**src/rtl/mmul_pkg.sv**
```systemverilog
// Shared constants and types for the matrix multiply block.
package mmul_pkg;

    localparam int MAX_DIM_DEF = 8;     // default largest matrix dimension
    localparam int DIM_W       = 4;     // width of a dimension register
    localparam int ROW_W       = 3;     // width of a row or column index field
    localparam int VAL_W       = 16;    // signed Q8.8 element
    localparam int MUL_W       = 2 * VAL_W;
    localparam int PROD_W      = 35;    // signed Q19.16 dot product
    localparam int MODE_W      = 2;
    localparam int CFG_IDX_W   = 2;

    localparam logic [MODE_W-1:0] MODE_WR_A = 2'd0;
    localparam logic [MODE_W-1:0] MODE_WR_B = 2'd1;
    localparam logic [MODE_W-1:0] MODE_RUN  = 2'd2;

    localparam logic [CFG_IDX_W-1:0] CFG_ROWS_A    = 2'd0;
    localparam logic [CFG_IDX_W-1:0] CFG_INNER_DIM = 2'd1;
    localparam logic [CFG_IDX_W-1:0] CFG_COLS_B    = 2'd2;

    // One element of an A row traveling down the cell chain.
    typedef struct packed {
        logic                    vld;
        logic                    first;
        logic [ROW_W-1:0]        k;
        logic signed [VAL_W-1:0] a;
    } t_tok;

    // Write of one B element, seen by every cell.
    typedef struct packed {
        logic                    en;
        logic [ROW_W-1:0]        row;
        logic [ROW_W-1:0]        col;
        logic signed [VAL_W-1:0] value;
    } t_bwr;

    // Unload control for the result shift chain.
    typedef struct packed {
        logic load;
        logic shift;
    } t_ctl;

endpackage

```
**src/rtl/mmul_cell.sv**
```systemverilog
// One column cell: holds a column of B, multiplies, accumulates, shifts results out.
module mmul_cell
    import mmul_pkg::*;
#(
    parameter int MAX_DIM = MAX_DIM_DEF,
    parameter int IDX     = 0
) (
    input  logic                     i_clk,
    input  logic                     i_rst_n,
    input  t_tok                     i_tok,
    output t_tok                     o_tok,
    input  t_bwr                     i_bwr,
    input  t_ctl                     i_ctl,
    input  logic signed [PROD_W-1:0] i_sh,
    output logic signed [PROD_W-1:0] o_sh
);

    localparam int IW = (MAX_DIM > 1) ? $clog2(MAX_DIM) : 1;

    logic signed [VAL_W-1:0]  r_b [MAX_DIM];
    t_tok                     r_tok;
    logic signed [MUL_W-1:0]  r_prod;
    logic                     r_pv;
    logic                     r_pfirst;
    logic signed [PROD_W-1:0] r_acc;
    logic signed [PROD_W-1:0] r_sh;
    logic signed [PROD_W-1:0] w_prod_ext;

    always_ff @(posedge i_clk) begin
        if (i_bwr.en && i_bwr.col == ROW_W'(IDX)) begin
            r_b[i_bwr.row[IW-1:0]] <= i_bwr.value;
        end
    end

    // pass the token on and form this cell's partial product
    always_ff @(posedge i_clk) begin
        if (!i_rst_n) begin
            r_tok.vld <= 1'b0;
            r_pv      <= 1'b0;
        end else begin
            r_tok.vld <= i_tok.vld;
            r_pv      <= i_tok.vld;
        end
        r_tok.first <= i_tok.first;
        r_tok.k     <= i_tok.k;
        r_tok.a     <= i_tok.a;
        r_pfirst    <= i_tok.first;
        r_prod      <= i_tok.a * r_b[i_tok.k[IW-1:0]];
    end

    assign w_prod_ext = {{(PROD_W - MUL_W){r_prod[MUL_W-1]}}, r_prod};

    always_ff @(posedge i_clk) begin
        if (r_pv) begin
            r_acc <= r_pfirst ? w_prod_ext : r_acc + w_prod_ext;
        end
        if (i_ctl.load) begin
            r_sh <= r_acc;
        end else if (i_ctl.shift) begin
            r_sh <= i_sh;
        end
    end

    assign o_tok = r_tok;
    assign o_sh  = r_sh;

endmodule

```
**config.mk**
```make
export PLATFORM = sky130hd
export DESIGN_NAME = mmul_cell
export DESIGN_NICKNAME = d
export VERILOG_FILES = /design/src/rtl/mmul_pkg.sv /design/src/rtl/mmul_cell.sv
export SDC_FILE = /design/constraint.sdc
export NUM_CORES = 1
export LEC_CHECK = 0
export ABC_CLOCK_PERIOD_IN_PS = 7650
export BUFFER_PORTS_ARGS = -buffer_cell sky130_fd_sc_hd__buf_2
export CAP_MARGIN = 10
export CORE_ASPECT_RATIO = 1.5
export CORE_UTILIZATION = 25
export CTS_CLUSTER_DIAMETER = 150
export CTS_CLUSTER_SIZE = 28
export DETAILED_ROUTE_END_ITERATION = 10
export SLEW_MARGIN = 20
export SYNTH_ARGS = -nofsm -noshare
export SYNTH_HDL_FRONTEND = slang
export SYNTH_SLANG_ARGS = --single-unit
export TNS_END_PERCENT = 100
```
**constraint.sdc**
```tcl
create_clock -name i_clk -period 7.65 [get_ports i_clk]
set_clock_uncertainty 0.2 [all_clocks]
set_input_delay 0.765 -clock i_clk [delete_from_list [all_inputs] [get_ports i_clk]]
set_output_delay 0.765 -clock i_clk [all_outputs]
set_load 0.02 [all_outputs]
```
==> Word-level counts from Yosys, hierarchy flattened <==
Memory sizes are Yosys's and may differ from the RTL's.
Index checks and enable logic that the tools add are counted.
{ "op_classes": {"add_sub_neg": 1, "n_mul": 1, "muxes": 5, "n_reduce_logical": 3} }
{ "op_table": {"columns": ["cell", "n"], "rows": [
  ["two-way mux 35 bit", 3],
  ["adder 35 x 32 -> 35 bit", 1],
  ["multiplier 16 x 16 -> 32 bit", 1],
  ["logical NOT 3 bit", 1],
  ["two-way mux 1 bit", 2],
  ["nonzero test 2 bit", 1],
  ["logical AND 1 bit", 1]
]} }
{ "totals": {"ff_bits": 123, "ram_bits": 128, "in_bits": 83, "output_inout_bits": 56, "word_cells": 18, "mem_count": 1} }
{ "mem_list": {"columns": ["name", "depth", "word_bits", "read_ports", "rd_ports_with_merged_regs", "write_ports", "line", "rtl"], "rows": [
  ["r_b", 8, 16, 1, 0, 1, "mmul_cell.sv:20", "logic signed [VAL_W-1:0] r_b [MAX_DIM];"]
]} }

==> Longest topological paths before layout <==
Gate-level depths: netlist of run 1.
{ "logic_depth": {"ltp_word": 4, "ltp_mapped": 28} }

==> Worst setup path after synthesis of run 1 <==
OpenSTA, ideal clock, no wires.
{ "synth_timing": {"path_type": "input to register", "from": "in i_tok[16] in the netlist's numbering", "to": "reg r_prod[31]", "setup_time_ps": 118, "t_arrival_ps": 7479, "required_time_ps": 7332, "setup_slack_ps": -147, "cell_stages": 25, "path_buffers": 3, "path_cell_list": "clkbuf_1 > buf_2 > mux4_2 > mux2i_1 > clkbuf_1 > nand2b_1 > fa_1 > fa_1 > inv_1 > fa_1 > inv_1 > fa_1 > fa_1 > fa_1 > inv_1 > ha_1 > a21o_1 > a21o_1 > a21oi_1 > o21ai_1 > a31oi_2 > o31a_1 > o21ai_1 > a311o_1 > xnor2_1"} }
{ "synth_between": {"elab_chain_cells": 2} }
{ "synth_rtl": {"columns": ["item", "line", "rtl"], "rows": [
  ["start, declared", "mmul_cell.sv:10", "input t_tok i_tok,"],
  ["memory read (8 x 16 bit)", null, null],
  ["multiplier 16 x 16 -> 32 bit", "mmul_cell.sv:48", "r_prod <= i_tok.a * r_b[i_tok.k[IW-1:0]];"],
  ["end signal, assigned", "mmul_cell.sv:48", null],
  ["end, declared", "mmul_cell.sv:22", "logic signed [MUL_W-1:0] r_prod;"]
]} }
Every way passes these cells.
A chain may end at the register's enable or synchronous reset.

==> Final worst setup path of run 1 <==
{ "layout_timing": {"from": "in i_tok[16] in the netlist's numbering", "to": "reg r_prod[30]"} }
Same word-level chain as after synthesis.

==> impl_metrics.csv, run 1 <==
group,metric,value,unit
synthesis,syn-instance-count,1761,
worst_setup_path,crit_start,"i_tok[16]",
sta,rsz0062_at_grt,"false",
synthesis,syn_area,20470,sq um
cts,cts.sinks,251,
worst_setup_path,critPathKind,"in2reg",
cts,cts_buffers,13,
place,io_buffers,138,
global_routing,antenna_found_initial,12,
place,place_inst,2971,
sta,setup_violations,0,
place,gp_congestion,0.8277,
die,rows,128,
worst_setup_path,timing.rr.start,"r_b[4][2]",
sta,period_needed,7.220,ns
detailed_routing,wirelength,47090,microns
synthesis,async_flop_share,0,
detailed_routing,dr.pass1.iters,4,
cts,h-tree-depth,1,
worst_setup_path,required,7.85,ns
worst_setup_path,cp-end-kind,"register",
worst_setup_path,critPathArrivalTime,7.42,ns
run,max-cap-violations,0,
sta,drv_slew,0,
synthesis,synth-seq-cells,251,
die,dieHeight,352.5,microns
layout,final_cell_mix,"inv_1, fa_1, edfxtp_1",
die,dieArea,83060,sq um
detailed_routing,drc_errors,0,
die,boundaryPins,139,
detailed_routing,vias,12810,
worst_setup_path,cp_slowest_stage_delay,0.55,ns
worst_setup_path,cp_common_cell,"fa_1",
layout,area_growth,14.32,%
synthesis,synth_seq_area_share,0.3423,
cts,worstSkewPairLatency,0.54,ns
global_routing,grt_first_pass_wirelength,75620,microns
sta,slew_headroom,0.3072,
global_routing,grt-ovfl-total,0,
synthesis,synth_ff_type,"edfxtp_1",
cts,clockBufferDepth,3,
cts,path_clk_slew,0.11,ns
worst_hold_path,hp-start,"i_tok[19]",
synthesis,syn_avg_cell_area,11.63,sq um
die,core_region_area,81200,sq um
die,start_util,0.2521,
place,dpl.hpwl,38300,microns
layout,instances_no_fill,2993,
worst_hold_path,hold_class,"in2reg",
run_status,outcome,"finished clean",
worst_setup_path,cp_max_fo,16,
sta,hold_viol,0,
die,die_w,235.7,microns
layout,layout-drive-gt1-share,0.1869,
synthesis,yosys_warnings,0,
cts,clock-root-buffer,"clkbuf_16",
synthesis,synth_fp_nets,2223,
layout,diodes,0,
global_routing,grt_start_max_net_pins,82,
sta,fin_crit_sh,0.9438,
detailed_routing,ant_nets,0,
sta,fmax,138.5,MHz
synthesis,synth-edff-count,198,
sta,worstMarginPinSlew,1.036,ns
synthesis,synth_cell_types,73,
detailed_routing,vias_per_cell,4.281,
layout,layout.nets,2408,
detailed_routing,routedWlPerCell,15.73,microns
global_routing,grt_usage,0.1156,
global_routing,grt_pass1_vias,14060,
detailed_routing,drt_iter0_markers,457,
worst_setup_path,critPathLaunchType,"primary input",
layout,final_common_cell,"inv_1",
cts,cts_tree,"built",
cts,cts_hold_buf,0,
worst_setup_path,cpMaxStageDelayCell,"fa_1",
-- cell type report --
| class | instances | area [sq um] |
|---|---|---|
| inverters | 322 | 1209 |
| clock inverters | 3 | 41.29 |
| clock buffers | 19 | 347.8 |
| repair buffers | 228 | 1429 |
| well taps | 1040 | 1301 |
| flip-flops and latches | 251 | 7009 |
| multi-input cells | 1130 | 12070 |
| fillers | 8321 | 57790 |
-- synth_stat cells, types with 2 or more instances --
cell type,count,area (sq um)
nand2_1,148,555.5
a21o_1,27,202.7
or2_2,6,37.54
inv_1,322,1209
o21ai_0,45,225.2
nor4b_1,6,52.55
mux2_2,45,506.7
a21boi_0,2,15.01
fa_1,263,5265
xor2_1,18,157.7
a31oi_1,6,37.54
ha_1,116,1451
buf_4,4,30.03
nand2b_1,32,200.2
a211oi_1,15,112.6
or4b_1,2,20.02
a21oi_2,2,17.52
nor2_1,38,142.6
and3_1,7,43.79
o21ai_1,5,25.02
o31ai_1,5,37.54
dfxtp_1,53,1061
nor3b_1,9,67.56
nor3_1,7,35.03
edfxtp_1,198,5946
a21oi_1,48,240.2
a31o_2,2,17.52
nand3_1,12,60.06
or3_1,2,12.51
o211ai_1,3,22.52
mux2i_1,9,90.09
o21bai_1,5,37.54
o21a_1,8,60.06
nor2b_1,79,494.2
mux4_2,32,720.7
clkbuf_1,49,183.9
buf_2,4,20.02
xnor2_1,41,359.1
and2_1,51,319.1
and3_2,2,15.01
-- through the flow --
stage | setup slack [ns] | hold WS [ns] | TNS (ns) | utilization | area [sq um]
floorplan | -0.003205 | 0.3118 | -0.003205 | - | 20500
global placement | -0.1992 | 0.3323 | -0.3335 | 0.2834 | 23010
detailed placement | -0.3228 | 0.3379 | -0.7358 | 0.2834 | 23010
CTS | 0.2700 | 0.09565 | 0 | 0.2882 | 23400
global route | 0.06073 | 0.09274 | 0 | 0.2882 | 23400
finish | 0.4300 | 0.1421 | 0 | 0.2882 | 23400
-- layer usage --
layer / vias to the layer above / GRT usage / wire length, microns
met1: 6402 / 0.1251 / 18250
met4: 22 / 0.03569 / 1321
met2: 215 / 0.2270 / 25740
met3: 85 / 0.01698 / 1651
li1: 6090 / - / -
met5: - / 0 / 121
-- kinds of logic (layout without fill, tap and decap cells) --
| kind of cell | after synthesis | count (layout) | share of synthesized area |
|---|---|---|---|
| simple gates | 412 | 412 | 0.1052 |
| fa+ha+maj | 379 | 379 | 0.3281 |
| xor+xnor | 59 | 59 | 0.02524 |
| flops | 251 | 251 | 0.3423 |
| mux | 86 | 86 | 0.06436 |
| buf+inv | 380 | 572 | 0.07102 |
| compound gates | 194 | 194 | 0.06381 |
-- state kept, by name (all words and copies together) (netlist names) --
register,cells
r_pfirst,1
r_pv,1
o_tok,19
r_b,128
r_prod,32
r_acc,35
o_sh,35
-- path summary, 6_finish.rpt --
kind                endpoint  slack (ns)  depth (start not counted)
setup / recovery  r_prod[30]        0.43                         26
hold reg to reg    r_acc[28]        0.35                          2
hold / removal      r_pfirst        0.14                          1
setup reg to reg  r_prod[30]        0.63                         23
-- critical path, delay by kind of cell --
family	cells	cell delay, ns
AO/OA/AOI/OAI	7	1.51
adder cells (fa/ha/maj)	7	3.35
buffers and inverters	8	0.72
multiplexers	2	0.88
AND/OR/NAND/NOR	2	0.19
-- repair_timing --
action | CTS | global route
setup endpoints to repair | 0 | 1
endpoints found under the hold margin | 0 | 0
buffers inserted | 0 | 0
resized for setup | 0 | 1
Power of run 1 is not shown: default switching activity piles up to over one toggle a cycle in this logic, so the estimate is an artifact.
==> run 2: changes to the inputs <==
- ABC_CLOCK_PERIOD_IN_PS: 7650 -> 5800
- BUFFER_PORTS_ARGS: -buffer_cell sky130_fd_sc_hd__buf_2 -> unset
- DONT_BUFFER_PORTS: unset -> 1
- clock period: 7.65 -> 5.8 ns (I/O delays scaled with it)
==> impl_metrics.csv, run 2 (synthesis results as in run 1) <==
group,metric,value,unit
detailed_routing,drt_iter0_markers,592,
detailed_routing,drc_errors,0,
cts,cts_tree,"built",
cts,h-tree-depth,1,
detailed_routing,wl_met3,1982,microns
die,boundaryPins,139,
layout,final_cell_mix,"inv_1, fa_1, edfxtp_1",
detailed_routing,wirelength,48800,microns
layout,final_area,24720,sq um
detailed_routing,vias,13030,
run_status,violations,"setup timing",
worst_setup_path,rrSetupSlack,-0.82,ns
detailed_routing,wl_met2,26700,microns
die,rows,128,
worst_setup_path,reg2reg_depth,23,
sta,fmax,151.1,MHz
layout,layout.nets,2416,
place,dpl.hpwl,37520,microns
worst_setup_path,r2r-end,"r_prod[30]",
place,io_buffers,0,
worst_setup_path,critPathLaunchType,"register",
sta,drv_slew,0,
layout,layout-drive-gt1-share,0.2013,
global_routing,grt_start_max_net_pins,81,
worst_setup_path,cp_max_fo,5,
cts,clockBufferDepth,3,
die,die_w,235.7,microns
worst_hold_path,hold_class,"in2reg",
detailed_routing,dr.pass1.iters,5,
cts,worstSkewPairLatency,0.56,ns
layout,largest_register_ffs,128,
die,dieHeight,352.5,microns
worst_setup_path,timing.rr.start,"r_b[3][3]",
sta,slew_headroom,0.2927,
place,gp_congestion,0.8205,
die,dieArea,83060,sq um
sta,worstMarginPinSlew,1.058,ns
run,max-cap-violations,0,
sta,hold_viol,0,
layout,instances_no_fill,3007,
cts,cts_buffers,14,
worst_setup_path,crit_start,"r_b[3][3]",
global_routing,grt-ovfl-total,0,
global_routing,grt_usage,0.1196,
die,core_region_area,81200,sq um
cts,clock-root-buffer,"clkbuf_16",
detailed_routing,vias_per_cell,4.333,
worst_setup_path,required,6.03,ns
cts,cts.sinks,251,
global_routing,grt_first_pass_wirelength,79100,microns
sta,layout_setup_ws,-0.8193,ns
layout,area_growth,20.76,%
detailed_routing,ant_nets,0,
sta,tns,-9.794,ns
worst_setup_path,critPathArrivalTime,6.85,ns
die,start_util,0.2521,
sta,rsz0062_at_grt,"true",
detailed_routing,wl_met1,18830,microns
worst_setup_path,critPathKind,"reg2reg",
detailed_routing,routed.top_layer,"met5",
sta,fin_crit_sh,1.141,
sta,setup_violations,20,
layout,final_common_cell,"inv_1",
run_status,outcome,"complete, but fails checks",
worst_setup_path,cp-end-kind,"register",
cts,path_clk_slew,0.12,ns
place,place_inst,2875,
sta,period_needed,6.619,ns
place,preCtsSetupSlack,-1.245,ns
place,place_area,22820,sq um
global_routing,grt_pass1_vias,14900,
detailed_routing,routedWlPerCell,16.23,microns
worst_setup_path,crit_end,"r_prod[30]",
global_routing,antenna_found_initial,6,
run 2: cell count changes in the layout (fill, tap and decap cells not counted), moves of 12 or more:
cell	delta
ha_4	+13
ha_1	-16
buf_2	-138
dlygate4sd3_1	+75
inv_2	+20
buf_6	+21
inv_1	-20
a21oi_2	+12
a21oi_1	-13
buf_4	+49
run 2: how the worst min path moves through the flow:
stage,slack (ns),startpoint,endpoint,depth (start not counted)
final,0.05,i_sh[3],o_sh[3],1
after global routing,0.02,i_sh[3],o_sh[3],1
after CTS,0.001,i_ctl[1],o_sh[24],1
after detailed placement,0.35,r_prod[5],r_acc[5],2
after global placement,0.33,r_prod[5],r_acc[5],2
after floorplan,0.31,r_prod[20],r_acc[20],2
run 2: timing repair:
action	CTS	global route
endpoints found under the setup margin	21	23
endpoints found under the hold margin	180	0
setup buffers	19	10
cloned	0	0
gates resized for setup	71	46
pin swaps	71	52
hold buffers	75	0
run 2: cell type report:
| type | instances | area, sq um |
|---|---|---|
| Fill cell | 8055 | 56480 |
| Clock buffer | 19 | 369.1 |
| Timing Repair Buffer | 235 | 2093 |
| Clock inverter | 5 | 83.83 |
| Inverter | 322 | 1209 |
| Sequential cell | 251 | 7009 |
| Antenna cell | 5 | 12.51 |
| Tap cell | 1040 | 1301 |
| Multi-Input combinational cell | 1130 | 12640 |
run 2: layer usage:
metal,vias to the layer above,GRT usage
li1,6132,-
met1,6587,0.1279
met2,236,0.2351
met3,69,0.01863
met4,4,0.03778
met5,-,0
run 2: worst max-delay path, stage by stage, from the launching register on:
cell and delay [ns]:
edfxtp_1 0.38, mux4_2 0.46, mux2_4 0.33, buf_6 0.15
nand2_4 0.06, fa_1 0.42, fa_1 0.56, inv_2 0.04
fa_1 0.52, inv_2 0.04, fa_1 0.49, fa_1 0.44
fa_1 0.52, inv_2 0.05, ha_4 0.28, nand4_1 0.12
nor2_1 0.15, nand3_2 0.11, a311oi_4 0.42, a211oi_4 0.14
o31ai_4 0.29, o21ai_2 0.11, nand3_1 0.12, o311ai_2 0.11
run 2: metrics by stage:
stage | hold slack [ns] | util
after global placement | 0.3327 | 0.2811
after detailed placement | 0.3476 | 0.2811
after global routing | 0.01722 | 0.3044
after CTS | 0.001023 | 0.3011
after floorplan | 0.3118 | -
final | 0.04969 | 0.3045
Power of run 2 is left out for the same reason.
==> run 3: changes to the inputs <==
- CELL_PAD_IN_SITES_DETAIL_PLACEMENT: unset -> 0
- CELL_PAD_IN_SITES_GLOBAL_PLACEMENT: unset -> 1
- PLACE_DENSITY_LB_ADDON: unset -> 0.1
- SETUP_SLACK_MARGIN: unset -> 0.02
==> impl_metrics.csv, run 3 (synthesis results as in run 1) <==
group,metric,value,unit
run_status,outcome,"complete, but fails checks",
run_status,violations,"setup timing",
worst_hold_path,hold_depth,1,
worst_setup_path,cp_slowest_stage_delay,0.56,ns
die,dieHeight,352.5,microns
place,gp_congestion,0.7128,
detailed_routing,dr.pass1.iters,6,
sta,fmax,150.0,MHz
layout,layout.nets,2379,
layout,final_common_cell,"inv_1",
detailed_routing,wirelength,51400,microns
cts,h-tree-depth,1,
die,start_util,0.2521,
die,rows,128,
place,io_buffers,0,
die,die_w,235.7,microns
detailed_routing,drc_errors,0,
global_routing,grt-ovfl-total,0,
global_routing,grt_first_pass_wirelength,82250,microns
worst_setup_path,critPathLaunchType,"register",
cts,path_clk_slew,0.12,ns
detailed_routing,ant_nets,0,
sta,layout_setup_ws,-0.8663,ns
layout,area_growth,18.05,%
worst_hold_path,hold_path_end,"o_sh[3]",
global_routing,grt_pass1_vias,14620,
worst_setup_path,reg2reg_depth,25,
layout,final_cell_mix,"inv_1, fa_1, edfxtp_1",
detailed_routing,vias,12550,
worst_setup_path,cpMaxStageDelayCell,"fa_1",
worst_setup_path,rrSetupSlack,-0.87,ns
die,boundaryPins,139,
global_routing,grt_start_max_net_pins,50,
die,dieArea,83060,sq um
detailed_routing,vias_per_cell,4.237,
worst_hold_path,hp-start,"i_sh[3]",
layout,fin_util,0.2976,
run,max-cap-violations,0,
worst_setup_path,r2r-end,"r_prod[29]",
sta,hold_viol,0,
worst_setup_path,timing.rr.start,"r_b[3][3]",
sta,rsz0062_at_grt,"true",
worst_hold_path,hold_class,"in2reg",
layout,final_area,24170,sq um
place,dpl.hpwl,41040,microns
sta,drv_slew,0,
die,core_region_area,81200,sq um
detailed_routing,drt_iter0_markers,335,
cts,clock-root-buffer,"clkbuf_16",
place,place_area,22890,sq um
worst_setup_path,cp_max_fo,5,
cts,cts.sinks,251,
worst_setup_path,required,6.06,ns
global_routing,grt_usage,0.1263,
sta,tns,-10.17,ns
worst_setup_path,cp-end-kind,"register",
worst_setup_path,critPathArrivalTime,6.93,ns
cts,clockBufferDepth,3,
worst_setup_path,cp_common_cell,"fa_1",
sta,setup_violations,20,
sta,fin_crit_sh,1.149,
detailed_routing,routedWlPerCell,17.35,microns
cts,cts_buffers,13,
cts,worstSkewPairLatency,0.53,ns
global_routing,antenna_found_initial,0,
layout,diodes,0,
cts,cts_tree,"built",
sta,worstMarginPinSlew,0.8576,ns
worst_setup_path,critPathKind,"reg2reg",
sta,slew_headroom,0.4283,
sta,period_needed,6.666,ns
layout,largest_register_ffs,128,
layout,layout-drive-gt1-share,0.1950,
[run 3: cell count changes in the layout (fill, tap and decap cells not counted), sizes merged]
cell,delta
bufinv,+1
clkinv,-1
diode,-5
dlygate4sd3,-37
inv,-3
mux2,+1
[run 3: metrics by stage]
step	hold slack (ns)	std cells	setup WS, ns
2_1_floorplan	0.3118	1761	-1.173
3_3_place_gp	0.3358	2881	-1.231
3_5_place_dp	0.3431	2881	-1.331
4_1_cts	0.02000	2947	-0.9805
5_1_grt	0.02997	2963	-1.127
6_report	0.06483	2963	-0.8663
[run 3: worst max-delay path by stage]
stage / end / from / slack [ns] / cells after the start
2_1_floorplan: r_prod[31] / i_tok[16] / -1.17 / 27
3_3_place_gp: r_prod[31] / i_tok[16] / -1.23 / 25
3_5_place_dp: r_prod[30] / i_tok[16] / -1.33 / 22
4_1_cts: r_prod[30] / r_b[3][6] / -0.98 / 22
5_1_grt: r_prod[30] / r_b[3][3] / -1.13 / 21
6_report: r_prod[29] / r_b[3][3] / -0.87 / 25
[run 3: cell type report]
cell class | instances | area, sq um
clock inverters | 2 | 60.06
inverters | 322 | 1209
multi-input cells | 1131 | 12520
fillers | 8319 | 57030
well taps | 1040 | 1301
clock buffers | 19 | 347.8
repair buffers | 198 | 1725
flip-flops and latches | 251 | 7009
[run 3: repair_timing]
action | in CTS | in global routing
resized for setup | 40 | 47
cloned | 0 | 1
hold buffers | 38 | 0
endpoints found under the hold margin | 150 | 0
pin swaps | 18 | 59
setup endpoints to repair | 21 | 22
buffers inserted | 7 | 18
[run 3: critical path, delay by kind of cell (launching register included)]
kind,cells,cell delay (ns)
flops,1,0.38
compound gates,8,1.25
xor+xnor,1,0.13
fa+ha+maj,7,3.16
buf+inv,6,0.50
simple gates,1,0.09
mux,2,0.88
[run 3: layer usage]
| layer | routed length (microns) | vias up | global-route usage |
|---|---|---|---|
| met1 | 21310 | 6321 | 0.1445 |
| met5 | 0 | - | 0 |
| met2 | 27890 | 158 | 0.2466 |
| li1 | - | 6042 | - |
| met4 | 775 | 0 | 0.02575 |
| met3 | 1434 | 32 | 0.01605 |
Power of run 3 is left out for the same reason.
